### config.mk
export PLATFORM = sky130hd
export DESIGN_NAME = range_speed_led_blender
export DESIGN_NICKNAME = d
export VERILOG_FILES = /design/src/design/rslb_pkg.sv /design/src/design/rslb_front.sv /design/src/design/rslb_fifo.sv /design/src/design/rslb_back.sv /design/src/design/range_speed_led_blender.sv
export SDC_FILE = /design/constraint.sdc
export NUM_CORES = 2
export LEC_CHECK = 0
export ABC_CLOCK_PERIOD_IN_PS = 11200
export BUFFER_PORTS_ARGS = -buffer_cell sky130_fd_sc_hd__clkbuf_2
export CORE_ASPECT_RATIO = 1.2
export CORE_MARGIN = 2
export CORE_UTILIZATION = 65
export CTS_BUF_LIST = sky130_fd_sc_hd__clkbuf_8
export DETAILED_ROUTE_END_ITERATION = 12
export PLACE_DENSITY = 0.78
export SLEW_MARGIN = 40
export SYNTH_ARGS = -nofsm -noshare
export SYNTH_HDL_FRONTEND = slang
export SYNTH_SLANG_ARGS = --single-unit
### constraint.sdc
create_clock -name clk -period 11.2 [get_ports clk]
set_input_delay 1.12 -clock clk [delete_from_list [all_inputs] [get_ports clk]]
set_output_delay 1.12 -clock clk [all_outputs]
set_load 0.05 [all_outputs]
### src/design/rslb_pkg.sv
// Shared types, constants and blend arithmetic for the range/speed LED blender.
package rslb_pkg;

	// Range at which the centre colour reaches full blue (mm).
	localparam int unsigned RANGE_FULL = 500;
	// Speed magnitude that maps to full level.
	localparam int unsigned SPEED_FULL = 120000;

	// x / 500 for x < 2^17: (x * C_RECIP) >> C_SHIFT
	localparam logic [17:0] C_RECIP = 18'd134218;
	localparam int unsigned C_SHIFT = 26;
	// y / 125 for y < 2^15: (y * S_RECIP) >> S_SHIFT
	localparam logic [15:0] S_RECIP = 16'd33555;
	localparam int unsigned S_SHIFT = 22;

	typedef struct packed {
		logic [7:0] r;
		logic [7:0] g;
		logic [7:0] b;
	} colour_t;

	// One queued word: the three colours for one strip update.
	typedef struct packed {
		colour_t centre;
		colour_t left;
		colour_t right;
	} frame_t;

	// Centre weight out of 256 for blend position 0..3.
	function automatic logic [8:0] centre_weight(logic [1:0] pos);
		logic [8:0] w;
		case (pos)
			2'd0: w = 9'd0;
			2'd1: w = 9'd85;
			2'd2: w = 9'd170;
			2'd3: w = 9'd256;
			default: w = 9'd0;
		endcase
		return w;
	endfunction

	// (e*pe + c*pc)/256, clamp to 255, then /4 down to six bits.
	function automatic logic [5:0] blend(logic [7:0] e_lvl, logic [7:0] c_lvl,
		logic [8:0] pc);
		logic [8:0]  pe;
		logic [17:0] sum;
		logic [9:0]  v;
		pe  = 9'd256 - pc;
		sum = 18'(e_lvl) * 18'(pe) + 18'(c_lvl) * 18'(pc);
		v   = sum[17:8];
		if (v > 10'd255) begin
			v = 10'd255;
		end
		return v[7:2];
	endfunction

endpackage

### src/design/rslb_front.sv
// Front end: accepts readings, tracks the held range and computes the three colours.
module rslb_front #(
	parameter int DEPTH = 4,
	parameter int CW    = 3
) (
	input  logic                clk,
	input  logic                arst_n,
	input  logic                in_valid,
	output logic                in_stall,
	input  logic signed [15:0]  range_reading,
	input  logic signed [23:0]  left_speed,
	input  logic signed [23:0]  right_speed,
	input  logic [CW-1:0]       q_count,
	output logic                q_push,
	output rslb_pkg::frame_t    q_din
);

	function automatic logic [16:0] abs_clip(logic [23:0] s);
		logic [23:0] mag;
		mag = s[23] ? (~s + 24'd1) : s;
		if (mag > 24'(rslb_pkg::SPEED_FULL)) begin
			return 17'(rslb_pkg::SPEED_FULL);
		end
		return mag[16:0];
	endfunction

	function automatic rslb_pkg::colour_t speed_colour(logic fwd, logic [7:0] lvl);
		rslb_pkg::colour_t c;
		c.r = fwd ? 8'd0 : lvl;
		c.g = fwd ? lvl : 8'd0;
		c.b = 8'd255 - lvl;
		return c;
	endfunction

	logic        accept;
	logic [CW:0] busy;
	logic        held_valid_q;
	logic [14:0] held_q;
	logic [14:0] held_next;
	logic [8:0]  range_clip;

	// stage 1: clipped magnitudes
	logic        v_s1;
	logic        cen_on_s1;
	logic [8:0]  range_clip_s1;
	logic [16:0] lmag_s1;
	logic [16:0] rmag_s1;
	logic        lfwd_s1;
	logic        rfwd_s1;

	// stage 2: reciprocal products
	logic        v_s2;
	logic        cen_on_s2;
	logic [34:0] cprod_s2;
	logic [30:0] lprod_s2;
	logic [30:0] rprod_s2;
	logic        lfwd_s2;
	logic        rfwd_s2;

	logic [16:0] cnum;
	logic [20:0] lnum;
	logic [20:0] rnum;
	logic [7:0]  cb;
	logic [7:0]  llvl;
	logic [7:0]  rlvl;

	// credit check: queue words plus words still in the pipe
	assign busy     = (CW+1)'(q_count) + (CW+1)'(v_s1) + (CW+1)'(v_s2);
	assign in_stall = busy >= (CW+1)'(DEPTH);
	assign accept   = in_valid && !in_stall;

	assign held_next  = !range_reading[15] ? range_reading[14:0] : held_q;
	assign range_clip = (held_next > 15'(rslb_pkg::RANGE_FULL)) ?
		9'(rslb_pkg::RANGE_FULL) : held_next[8:0];

	always_ff @(posedge clk or negedge arst_n) begin
		if (!arst_n) begin
			held_valid_q <= 1'b0;
			held_q       <= 15'd0;
			v_s1         <= 1'b0;
			v_s2         <= 1'b0;
		end else begin
			v_s1 <= accept;
			v_s2 <= v_s1;
			if (accept && !range_reading[15]) begin
				held_valid_q <= 1'b1;
				held_q       <= range_reading[14:0];
			end
		end
	end

	always_ff @(posedge clk) begin
		if (accept) begin
			cen_on_s1     <= held_valid_q || !range_reading[15];
			range_clip_s1 <= range_clip;
			lmag_s1       <= abs_clip(left_speed);
			rmag_s1       <= abs_clip(right_speed);
			// left is negated before use: forward when the raw value is <= 0
			lfwd_s1       <= left_speed[23] || (left_speed == 24'sd0);
			rfwd_s1       <= !right_speed[23];
		end
	end

	// 255*d and 17*a by shift and add; 17*a/64 keeps the /8000 exact
	assign cnum = {range_clip_s1, 8'd0} - 17'(range_clip_s1);
	assign lnum = {lmag_s1, 4'd0} + 21'(lmag_s1);
	assign rnum = {rmag_s1, 4'd0} + 21'(rmag_s1);

	always_ff @(posedge clk) begin
		if (v_s1) begin
			cen_on_s2 <= cen_on_s1;
			cprod_s2  <= 35'(cnum) * 35'(rslb_pkg::C_RECIP);
			lprod_s2  <= 31'(lnum[20:6]) * 31'(rslb_pkg::S_RECIP);
			rprod_s2  <= 31'(rnum[20:6]) * 31'(rslb_pkg::S_RECIP);
			lfwd_s2   <= lfwd_s1;
			rfwd_s2   <= rfwd_s1;
		end
	end

	assign cb   = cprod_s2[rslb_pkg::C_SHIFT +: 8];
	assign llvl = lprod_s2[rslb_pkg::S_SHIFT +: 8];
	assign rlvl = rprod_s2[rslb_pkg::S_SHIFT +: 8];

	always_comb begin
		q_din.centre.r = cen_on_s2 ? (8'd255 - cb) : 8'd0;
		q_din.centre.g = cen_on_s2 ? 8'd0 : 8'd255;
		q_din.centre.b = cen_on_s2 ? cb : 8'd0;
		q_din.left     = speed_colour(lfwd_s2, llvl);
		q_din.right    = speed_colour(rfwd_s2, rlvl);
	end

	assign q_push = v_s2;

endmodule

### src/design/rslb_fifo.sv
// Short word queue between the front end and the LED sequencer.
module rslb_fifo #(
	parameter int DEPTH = 4,
	parameter int CW    = 3
) (
	input  logic             clk,
	input  logic             arst_n,
	input  logic             push,
	input  rslb_pkg::frame_t din,
	input  logic             pop,
	output logic             not_empty,
	output rslb_pkg::frame_t dout,
	output logic [CW-1:0]    count
);

	localparam int PW = (DEPTH > 1) ? $clog2(DEPTH) : 1;

	rslb_pkg::frame_t mem_q [DEPTH];
	logic [PW-1:0]    wr_ptr_q;
	logic [PW-1:0]    rd_ptr_q;
	logic [CW-1:0]    count_q;

	function automatic logic [PW-1:0] bump(logic [PW-1:0] p);
		return (p == PW'(DEPTH - 1)) ? '0 : p + PW'(1);
	endfunction

	always_ff @(posedge clk or negedge arst_n) begin
		if (!arst_n) begin
			wr_ptr_q <= '0;
			rd_ptr_q <= '0;
			count_q  <= '0;
		end else begin
			if (push) begin
				wr_ptr_q <= bump(wr_ptr_q);
			end
			if (pop) begin
				rd_ptr_q <= bump(rd_ptr_q);
			end
			if (push && !pop) begin
				count_q <= count_q + CW'(1);
			end else if (pop && !push) begin
				count_q <= count_q - CW'(1);
			end
		end
	end

	always_ff @(posedge clk) begin
		if (push) begin
			mem_q[wr_ptr_q] <= din;
		end
	end

	assign dout      = mem_q[rd_ptr_q];
	assign not_empty = (count_q != '0);
	assign count     = count_q;

	a_no_overflow: assert property (@(posedge clk) disable iff (!arst_n)
		push && !pop |-> count_q < CW'(DEPTH))
		else $error("queue overflow");

	a_no_underflow: assert property (@(posedge clk) disable iff (!arst_n)
		pop |-> count_q != '0)
		else $error("queue underflow");

endmodule

### src/design/rslb_back.sv
// LED sequencer: blends one queued word into eight LED colours, one per cycle while not stalled.
module rslb_back (
	input  logic             clk,
	input  logic             arst_n,
	input  logic             head_valid,
	input  rslb_pkg::frame_t head,
	output logic             q_pop,
	output logic             out_valid,
	input  logic             out_stall,
	output logic [2:0]       led_index,
	output logic [5:0]       red_level,
	output logic [5:0]       green_level,
	output logic [5:0]       blue_level,
	output logic             frame_last
);

	logic              out_valid_q;
	logic [2:0]        k_q;
	logic              ld;
	logic              fire;
	logic [1:0]        pos;
	logic [8:0]        pc;
	rslb_pkg::colour_t e_col;
	logic [2:0]        led_q;
	logic [5:0]        red_q;
	logic [5:0]        green_q;
	logic [5:0]        blue_q;
	logic              last_q;

	assign ld    = !out_valid_q || !out_stall;
	assign fire  = ld && head_valid;
	assign q_pop = fire && (k_q == 3'd7);

	// even step: left LED 7-pos, odd step: right LED pos
	assign pos   = k_q[2:1];
	assign pc    = rslb_pkg::centre_weight(pos);
	assign e_col = k_q[0] ? head.right : head.left;

	always_ff @(posedge clk or negedge arst_n) begin
		if (!arst_n) begin
			out_valid_q <= 1'b0;
			k_q         <= 3'd0;
		end else if (ld) begin
			out_valid_q <= head_valid;
			if (head_valid) begin
				k_q <= k_q + 3'd1;
			end
		end
	end

	always_ff @(posedge clk) begin
		if (fire) begin
			led_q   <= k_q[0] ? {1'b0, pos} : (3'd7 - {1'b0, pos});
			red_q   <= rslb_pkg::blend(e_col.r, head.centre.r, pc);
			green_q <= rslb_pkg::blend(e_col.g, head.centre.g, pc);
			blue_q  <= rslb_pkg::blend(e_col.b, head.centre.b, pc);
			last_q  <= (k_q == 3'd7);
		end
	end

	assign out_valid   = out_valid_q;
	assign led_index   = led_q;
	assign red_level   = red_q;
	assign green_level = green_q;
	assign blue_level  = blue_q;
	assign frame_last  = last_q;

	a_last_is_led3: assert property (@(posedge clk) disable iff (!arst_n)
		out_valid_q && last_q |-> led_q == 3'd3)
		else $error("frame end not on LED 3");

	a_pop_on_last: assert property (@(posedge clk) disable iff (!arst_n)
		q_pop |=> out_valid_q && last_q)
		else $error("word released before its last LED");

endmodule

### src/design/range_speed_led_blender.sv
// Top level of the range/speed LED blender.
// Each accepted word (range reading, left and right wheel speed) yields eight colour
// words for an eight-LED strip, in the order LED 7,0,6,1,5,2,4,3, with frame_last
// marking the eighth. The centre colour follows the last non-negative range (green
// before any, then red near to blue at 500 mm and beyond); the edges follow wheel
// speed (green forward, red reverse, blue the complement), blended toward the centre
// over four positions. The output register emits one colour word per cycle while
// out_stall is low; each input word yields eight of them. A word's colours pass the
// stage-1 and stage-2 registers before the queue push, and its first LED is loaded
// into the output register once the word heads the queue and the register is free.
// The queue of FIFO_DEPTH words lets the input side run ahead while the output is
// stalled; input stall rises when queued plus in-flight words fill it.
module range_speed_led_blender #(
	parameter int FIFO_DEPTH = 4
) (
	input  logic               clk,
	input  logic               arst_n,
	input  logic               in_valid,
	output logic               in_stall,
	input  logic signed [15:0] range_reading,
	input  logic signed [23:0] left_speed,
	input  logic signed [23:0] right_speed,
	output logic               out_valid,
	input  logic               out_stall,
	output logic [2:0]         led_index,
	output logic [5:0]         red_level,
	output logic [5:0]         green_level,
	output logic [5:0]         blue_level,
	output logic               frame_last
);

	localparam int CW = $clog2(FIFO_DEPTH + 1);

	logic             q_push;
	logic             q_pop;
	logic             q_not_empty;
	logic [CW-1:0]    q_count;
	rslb_pkg::frame_t q_din;
	rslb_pkg::frame_t q_dout;

	// classify and compute colours
	rslb_front #(
		.DEPTH (FIFO_DEPTH),
		.CW    (CW)
	) u_front (
		.clk           (clk),
		.arst_n        (arst_n),
		.in_valid      (in_valid),
		.in_stall      (in_stall),
		.range_reading (range_reading),
		.left_speed    (left_speed),
		.right_speed   (right_speed),
		.q_count       (q_count),
		.q_push        (q_push),
		.q_din         (q_din)
	);

	// decoupling queue
	rslb_fifo #(
		.DEPTH (FIFO_DEPTH),
		.CW    (CW)
	) u_fifo (
		.clk       (clk),
		.arst_n    (arst_n),
		.push      (q_push),
		.din       (q_din),
		.pop       (q_pop),
		.not_empty (q_not_empty),
		.dout      (q_dout),
		.count     (q_count)
	);

	// per-LED blend and output register
	rslb_back u_back (
		.clk         (clk),
		.arst_n      (arst_n),
		.head_valid  (q_not_empty),
		.head        (q_dout),
		.q_pop       (q_pop),
		.out_valid   (out_valid),
		.out_stall   (out_stall),
		.led_index   (led_index),
		.red_level   (red_level),
		.green_level (green_level),
		.blue_level  (blue_level),
		.frame_last  (frame_last)
	);

endmodule

==> impl_metrics.py <==
metrics = {
    "placed_design": {
        "dp.cells": 4101,
        "portBuffers": 91,
        "dpl.hpwl_mm": 61.9,
        "gp_congestion": 0.911,
    },
    "yosys": {
        "syn_inst": 3321,
        "synth_top_area_cell": "edfxtp_1",
        "synth_area_leaders": "edfxtp_1, fa_1, ha_1",
        "netlist_area_um2": 37700,
        "synth.top_cell.area_share_pct": 28.3,
        "mappedNetlistNets": 4353,
        "synth_seq_cells": 384,
        "ys_async_sr_fraction_pct": 7.55,
        "ys_warn_count": 0,
        "ys_top_cells_by_count": "inv_1, ha_1, fa_1, edfxtp_1, nand2_1",
        "yosysMostFrequentCell": "inv_1",
        "synth_enable_flop_cells": 355,
        "syn_avg_cell_area_um2": 11.3,
        "ys_types": 88,
        "ys_seq_area_share_pct": 30.2,
        "synth_top_flop_cell": "edfxtp_1",
    },
    "global_route": {
        "grt_pass1_vias": 26300,
        "grt_use_total_pct": 26.7,
        "grt_pass1_wl_mm": 127,
        "grt_overflow": 0,
        "grt_max_degree": 66,
        "antenna_found_initial": 1,
    },
    "critical_path": {
        "rr_worst_depth": 24,
        "slowest_delay_ps": 750,
        "critPathArrivalTime_ps": 8550,
        "cpMaxStageDelayCell": "dfrtp_4",
        "reg2reg_from": "u_fifo.rd_ptr_q[0]",
        "crit_top_cell": "fa_1",
        "crit_path_end_kind": "flop",
        "critical_path_required_ps": 11640,
        "start_kind": "flop",
        "critPathTopFamily": "adder cells",
        "crit_path_max_fanout": 44,
        "ff2ff_setup_slack_ps": 3090,
        "path_class": "flop to flop",
        "crit_chain": "buf_6 > mux4_2 > mux2i_1 > nand2b_1 > inv_1 > fa_1 > fa_1 > inv_1 > fa_1 > inv_1 > fa_1 > fa_1 > inv_1 > fa_1 > inv_1 > ha_1 > nand4_1 > or2_2 > o2111ai_1 > o2111ai_1 > mux2i_1 > a31oi_1 > nand3_1 > o21bai_1",
        "rr_endpoint": "u_back.red_level[4]",
        "crit_buf_inv": 6,
    },
    "drt": {
        "avgRoutedWirePerCell_um": 18.1,
        "drtAntennaViolNets": 0,
        "drt_iter0_drc": 1286,
        "wl_met3_mm": 3.15,
        "first_pass_iters": 6,
        "wirelength_mm": 76.5,
        "route.top_layer_used": "met4",
        "wl_met2_mm": 41.1,
        "via_per_inst": 5.66,
        "vias": 23900,
        "drc": 0,
        "m1WireLength_mm": 29.3,
    },
    "min_path": {
        "hold_path.class": "input port to async pin",
    },
    "status": {
        "status": "complete, no violations",
    },
    "finish": {
        "final_cells": 4216,
        "num-fill-cells": 3991,
        "syn2layout_area_growth_pct": 6.77,
        "drive_above_1_share_pct": 9.43,
        "multi_input_area_um2": 23200,
        "fin_util_pct": 70.2,
        "seqCellArea_um2": 11400,
        "finalNetCount": 4460,
    },
    "clocking": {
        "clk_pin_slew_ps": 60,
        "postCtsHoldBufs": 0,
        "clock_sinks": 384,
        "clk_path_buf_depth": 3,
        "cts_resized": 0,
        "postCtsSetupRepairBufs": 0,
        "clock_latency_ps": 700,
        "htree_levels": 2,
        "cts_root_buf": "clkbuf_8",
        "cts_made_buffers": 60,
        "cts_tree": "done",
    },
    "die": {
        "start_util_pct": 65.8,
        "rows": 96,
        "die-area_um2": 59900,
        "die_w_um": 224,
        "core_um2": 57300,
        "ios": 92,
        "die_h_um": 268,
    },
    "sta": {
        "fin_crit_sh_pct": 72.4,
        "setup_violations": 0,
        "holdWs_ps": 447,
        "relSlewSlack_pct": 42.4,
        "finalHoldViolCount": 0,
        "skew_ps": 49.5,
        "worst_pin_slew_ps": 858,
        "fin_crit_ps": 8110,
        "clock.fmax_mhz": 123,
        "rsz0062_at_grt": "false",
        "setup_tns_ps": 0,
        "maxSlewViolCount": 0,
    },
    "flow_run": {
        "drv_cap": 0,
    },
}
==> state kept, by name, summed over array words and instances (netlist names), 6 cells and up <==
name,flops
u_front.range_clip_s1,9
u_front.lmag_s1,17
u_front.rmag_s1,17
u_front.rprod_s2,8
u_back.blue_level,6
u_back.green_level,6
u_front.lprod_s2,8
u_fifo.mem_q,260
u_front.cprod_s2,8
u_front.held_q,15
u_back.red_level,6
==> logic make-up (layout without fill, tap and decap cells) <==
logic type	Yosys count	in the layout	share of synthesized area (%)
fa+ha+maj	964	964	39.6
buf+inv	811	970	8.19
simple gates	642	642	8.74
flops	384	384	30.2
compound gates	289	289	5.22
xor+xnor	121	121	2.85
mux	110	110	5.15
other cells	0	1	0
==> stage by stage <==
| stage | area [um2] | setup WS [ps] |
|---|---|---|
| after floorplan | 37700 | 2960 |
| after global placement | 38900 | 3010 |
| after detailed placement | 39000 | 3050 |
| after CTS | 40200 | 3010 |
| after global routing | 40200 | 2520 |
| final | 40200 | 3090 |
==> per-layer routing <==
metal / up-vias / track usage (%)
met2: 569 / 50.9
met3: 177 / 3.47
met4: 0 / 10.4
li1: 11300 / -
met5: - / 0
met1: 11800 / 30.3
==> cell usage in the layout (no fill, tap or decap), types with 7 or more instances in the layout <==
cell and count:
inv_1 757, ha_1 581, fa_1 383, edfxtp_1 355
nand2_1 185, nor2_1 112, clkbuf_2 90, and2_1 84
a21oi_1 70, mux4_2 65, xnor2_1 62, clkbuf_8 61
o21ai_0 57, xor2_1 57, nand2b_1 45, nor2b_1 43
nor3_1 33, a21o_1 32, nand3_1 30, dfrtp_1 27
mux2i_1 24, mux2_2 21, clkinv_1 21, o21a_1 18
or2_2 16, nand4_1 14, buf_4 13, or3_1 12
o21bai_1 12, a211oi_1 11, a31oi_1 10, nor4_1 10
and3_1 9, or4_1 8, o2111ai_1 7, clkinv_2 7
==> area by class of cell <==
| class | instances | area share [%] |
|---|---|---|
| Clock inverter | 53 | 1.03 |
| Multi-Input combinational cell | 2126 | 57.8 |
| Inverter | 747 | 6.97 |
| Tap cell | 735 | 2.29 |
| Antenna cell | 1 | 0.00622 |
| Clock buffer | 61 | 2.09 |
| Timing Repair Buffer | 109 | 1.52 |
| Sequential cell | 384 | 28.3 |
==> how the worst max path moves through the flow <==
stage | startpoint | to | slack (ps) | depth (start not counted)
2_1_floorplan | u_fifo.rd_ptr_q[0] | u_back.blue_level[5] | 2960 | 25
3_3_place_gp | u_fifo.rd_ptr_q[0] | u_back.green_level[1] | 3010 | 23
3_5_place_dp | u_fifo.rd_ptr_q[0] | u_back.blue_level[5] | 3050 | 22
4_1_cts | u_fifo.rd_ptr_q[0] | u_back.blue_level[5] | 3010 | 22
5_1_grt | u_fifo.rd_ptr_q[0] | u_back.blue_level[5] | 2520 | 22
6_report | u_fifo.rd_ptr_q[0] | u_back.red_level[4] | 3090 | 24
Power is left out: the tool's default activity adds up to more than one toggle a clock period on the data nets, which glitch-free logic cannot reach.
